--- src/hdl/tcap_pkg.sv ---
// Shared types and codes for the change-driven trace capture block.
// No dependencies; imported by every module of the block except tcap_ram.
`default_nettype none

package tcap_pkg;

  localparam logic [1:0] CMD_SAMPLE = 2'd0;
  localparam logic [1:0] CMD_POP    = 2'd1;
  localparam logic [1:0] CMD_CLEAR  = 2'd2;
  localparam logic [1:0] CMD_REARM  = 2'd3;

  localparam logic [1:0] ST_OK      = 2'd0;
  localparam logic [1:0] ST_EMPTY   = 2'd1;
  localparam logic [1:0] ST_IGNORED = 2'd2;

  localparam logic [2:0] REG_ENABLE       = 3'd0;
  localparam logic [2:0] REG_SAMPLE_TYPE  = 3'd1;
  localparam logic [2:0] REG_TRIGGER_MODE = 3'd2;
  localparam logic [2:0] REG_THRESHOLD    = 3'd3;
  localparam logic [2:0] REG_RING_SIZE    = 3'd4;

  localparam logic [2:0] TYPE_S8  = 3'd0;
  localparam logic [2:0] TYPE_S16 = 3'd1;
  localparam logic [2:0] TYPE_S32 = 3'd2;
  localparam logic [2:0] TYPE_U8  = 3'd3;
  localparam logic [2:0] TYPE_U16 = 3'd4;

  localparam logic [10:0] RING_SIZE_RESET = 11'd1024;

  typedef struct packed {
    logic               enable;
    logic [2:0]         sample_type;
    logic [1:0]         trigger_mode;
    logic signed [31:0] threshold;
    logic [10:0]        ring_size;
  } cfg_t;

  typedef struct packed {
    logic [1:0]         status;
    logic               recorded;
    logic               pop;
    logic [9:0]         fill;
    logic signed [31:0] min_value;
    logic signed [31:0] max_value;
    logic [31:0]        trigger_time;
  } res_t;

endpackage

`default_nettype wire

--- src/hdl/tcap_cfg.sv ---
// Configuration register file of the trace capture block.
// Depends on tcap_pkg for register indexes and the cfg_t type.
`default_nettype none

module tcap_cfg import tcap_pkg::*; (
  input  wire logic        clk,
  input  wire logic        rst,
  input  wire logic        cfg_we,
  input  wire logic [2:0]  cfg_index,
  input  wire logic [31:0] cfg_data,
  output cfg_t             cfg
);

  always_ff @(posedge clk) begin
    if (rst) begin
      cfg.enable       <= 1'b0;
      cfg.sample_type  <= TYPE_S32;
      cfg.trigger_mode <= 2'd0;
      cfg.threshold    <= 32'sd0;
      cfg.ring_size    <= RING_SIZE_RESET;
    end else if (cfg_we) begin
      unique case (cfg_index)
        REG_ENABLE:       cfg.enable       <= cfg_data[0];
        REG_SAMPLE_TYPE:  cfg.sample_type  <= cfg_data[2:0];
        REG_TRIGGER_MODE: cfg.trigger_mode <= cfg_data[1:0];
        REG_THRESHOLD:    cfg.threshold    <= $signed(cfg_data);
        REG_RING_SIZE:    cfg.ring_size    <= cfg_data[10:0];
        default: ;
      endcase
    end
  end

endmodule

`default_nettype wire

--- config.mk ---
export PLATFORM = sky130hd
export DESIGN_NAME = tcap_cfg
export DESIGN_NICKNAME = d
export VERILOG_FILES = /design/src/hdl/tcap_pkg.sv /design/src/hdl/tcap_cfg.sv
export SDC_FILE = /design/constraint.sdc
export NUM_CORES = 1
export LEC_CHECK = 0
export BUFFER_PORTS_ARGS = -buffer_cell sky130_fd_sc_hd__buf_2
export CORE_ASPECT_RATIO = 1.2
export CORE_MARGIN = 2
export CORE_UTILIZATION = 48
export CTS_CLUSTER_DIAMETER = 200
export DETAILED_ROUTE_END_ITERATION = 10
export GPL_ROUTABILITY_DRIVEN = 0
export PLACE_DENSITY = 0.8
export SETUP_SLACK_MARGIN = 0.5
export SLEW_MARGIN = 5
export SYNTH_ARGS = -nofsm -noshare
export SYNTH_HDL_FRONTEND = slang
export SYNTH_SLANG_ARGS = --single-unit
export TNS_END_PERCENT = 1
--- constraint.sdc ---
create_clock -name clk -period 1.1 [get_ports clk]
set_input_delay 0.11 -clock clk [delete_from_list [all_inputs] [get_ports clk]]
set_output_delay 0.11 -clock clk [all_outputs]
set_load 0.1 [all_outputs]
==> key figures <==
Run status
  – Status: complete, no violations

Yosys
  – Post-Syn Area: 2150 sq um
  – Post-Synthesis Cells: 200
  – Syn avg cell area: 10.7 sq um
  – Post-Syn Nets: 238
  – Seq cells post-synth: 49
  – Unique cell type count in the Yosys netlist: 12
  – Synth warnings: 0
  – Sequential fraction of the synthesis area: 0.457

Floorplan
  – Die width: 65.1 um
  – Initial core utilization: 0.500
  – # rows: 26
  – Core footprint: 4290 sq um
  – I/O pins: 87
  – DIE HEIGHT: about 77 um
  – Total die area: between 5000 and 6000 sq um

Timing
  – Crit path time final: between 0.9 and 1 ns
  – Final hold vios: 0
  – RSZ-0062 raised after global routing: yes
  – Slew Limit Fails: 0
  – # setup viols final: 0
  – Fin crit share: 0.870
  – Slew @ Worst Pin: 0.359 ns
  – Slew HR: 0.757
  – Clock skew: 0 ns
  – Final TNS setup: 0 ns
  – Fmax: roughly 1000 MHz

Global route
  – Largest net degree at the start of global routing: 56
  – GR Util All Layers: 0.224
  – First-pass GRT wire length: roughly 8600 um
  – Antenna violations before repair: 0
  – Total gr overflow: 0
  – Vias in the first global route: 1,785

Setup path
  – Worst path top cell family by delay: flip-flops
  – Setup crit end kind: output pin
  – Critical path depth: 1
  – Crit Path Max Fanout: 2
  – Startpoint types: flop
  – CP max stage cell: dfxtp_4
  – Req. time, crit path: between 0.9 and 1 ns
  – CP Data Arrival Time: 0.85 ns
  – Buffer and inverter count on the worst path: 1
  – Crit-path cells: buf_12
  – Worst r2r path cells: 2
  – Slowest stage delay, CP: 0.38 ns
  – WS Path Type: reg2out

Clocking
  – Clk buf depth: 2
  – Clock transition at the registers of the reported paths: 0.09 ns
  – CTS buffer count: 5
  – CTS Hold Bufs: 0
  – Post-CTS sizing: 0
  – Skew-Pair Late Insertion Delay: approximately 0.29 ns
  – CTS tree: done
  – H-tree Lvls: 2
  – Clk root buf: clkbuf_8
  – Post-CTS setup repair buffer count: 0
  – Clock Sinks: 49

Placement
  – Number of port buffers: 86
  – Final HPWL DP: 3940 um

Cells and area
  – N_diodes: 0
  – Largest register FFs: about 50
  – Layout fillers: 240
  – Largest registers: cfg (49)
  – Area grow syn2layout: 68.4%
  – Final nets: around 320
  – Biggest register: cfg
  – Ratio of cells with drive above 1 in the final layout: 0.523

Detailed routing
  – DRT met1 WL: 1910 um
  – Initial drt markers: 71
  – DR WL/cell: roughly 15 um
  – DR WL met3: approximately 320 um
  – DRC viols: 0
  – Final WL: 5060 um
  – Drt pass-1 iters: 3
  – Antenna-violating nets left: 0
  – Met2 WL: 2720 um
  – DR vias: around 1,700
  – Via/cell ratio: 4.86
  – DR top layer: met4

Min path
  – Hold depth: 3
  – Path category of the worst min-delay check: in2reg

Power
  – Pleak: 1.46 nW
  – Max IR drop VDD: between 0.8 and 0.9 mV
  – Cell Pwr Density: 970 nW/um^2
  – Tot Pwr: around 3.5 mW

Run
  – Number of max-cap violations: 0
[area by class of cell]
class,instances,area (sq um),area share
Clock buffer,6,72.6,0.0201
Sequential cell,49,1160,0.322
Clock inverter,2,10.0,0.00277
Tap cell,56,70.1,0.0194
Timing Repair Buffer,93,1240,0.344
Multi-Input combinational cell,137,1050,0.291
[cells in the final DEF (no fill, tap or decap)]
cell type | synthesis | layout
nand2b_1 | 79 | 79
buf_12 | 3 | 51
mux2i_1 | 49 | 49
dfxtp_4 | 0 | 49
buf_2 | 1 | 37
clkbuf_8 | 0 | 5
buf_4 | 1 | 5
nor2_1 | 4 | 4
nand4bb_1 | 3 | 3
clkinv_2 | 0 | 2
and4b_2 | 0 | 1
nor4b_1 | 1 | 1
clkbuf_1 | 8 | 1
[synthesized netlist by cell type]
cell type,n,area share
and4b_1,1,0.0047
buf_12,3,0.028
buf_2,1,0.0023
buf_4,1,0.0035
buf_6,1,0.0052
clkbuf_1,8,0.014
dfxtp_1,49,0.46
mux2i_1,49,0.23
nand2b_1,79,0.23
nand4bb_1,3,0.016
nor2_1,4,0.0070
nor4b_1,1,0.0041
[layer usage]
metal	vias to the layer above	GRT usage
met3	10	0.0630
met2	54	0.397
met4	0	0.0938
li1	829	-
met5	-	0
met1	773	0.247
[path summary, 6_finish.rpt]
check                  to    startpoint  slack (ns)
setup / recovery   cfg[4]        cfg[4]        0.14
hold / removal    cfg[39]  cfg_data[28]        0.05
setup reg to reg  cfg[46]       cfg[46]        0.44
hold reg to reg   cfg[39]       cfg[39]        0.51
[where the power goes]
part | switching, mW | total (mW) | internal (mW)
clock | 0.567 | 1.01 | 0.442
sequential | 0.0432 | 1.76 | 1.72
combinational | 0.426 | 0.733 | 0.307
[through the flow]
step | hold WS (ns) | worst slack [ns] | instance area [sq um] | std cells | util
4_1_cts | 0.0485 | 0.135 | 3610 | 343 | 0.842
3_3_place_gp | 0.359 | 0.0704 | 3530 | 335 | 0.823
5_1_grt | 0.0548 | 0.115 | 3610 | 343 | 0.842
2_1_floorplan | 0.255 | 0.244 | 2330 | 200 | -
3_5_place_dp | 0.368 | 0.0269 | 3530 | 335 | 0.823
6_report | 0.0549 | 0.143 | 3610 | 343 | 0.842
[cell families after synthesis]
| logic type | after synthesis | share of synthesized area |
|---|---|---|
| DFF | 49 | 0.457 |
| muxes | 49 | 0.228 |
| and+or+nand+nor | 88 | 0.262 |
| buffers and inverters | 14 | 0.0530 |
(Power assumes the default switching activity.)
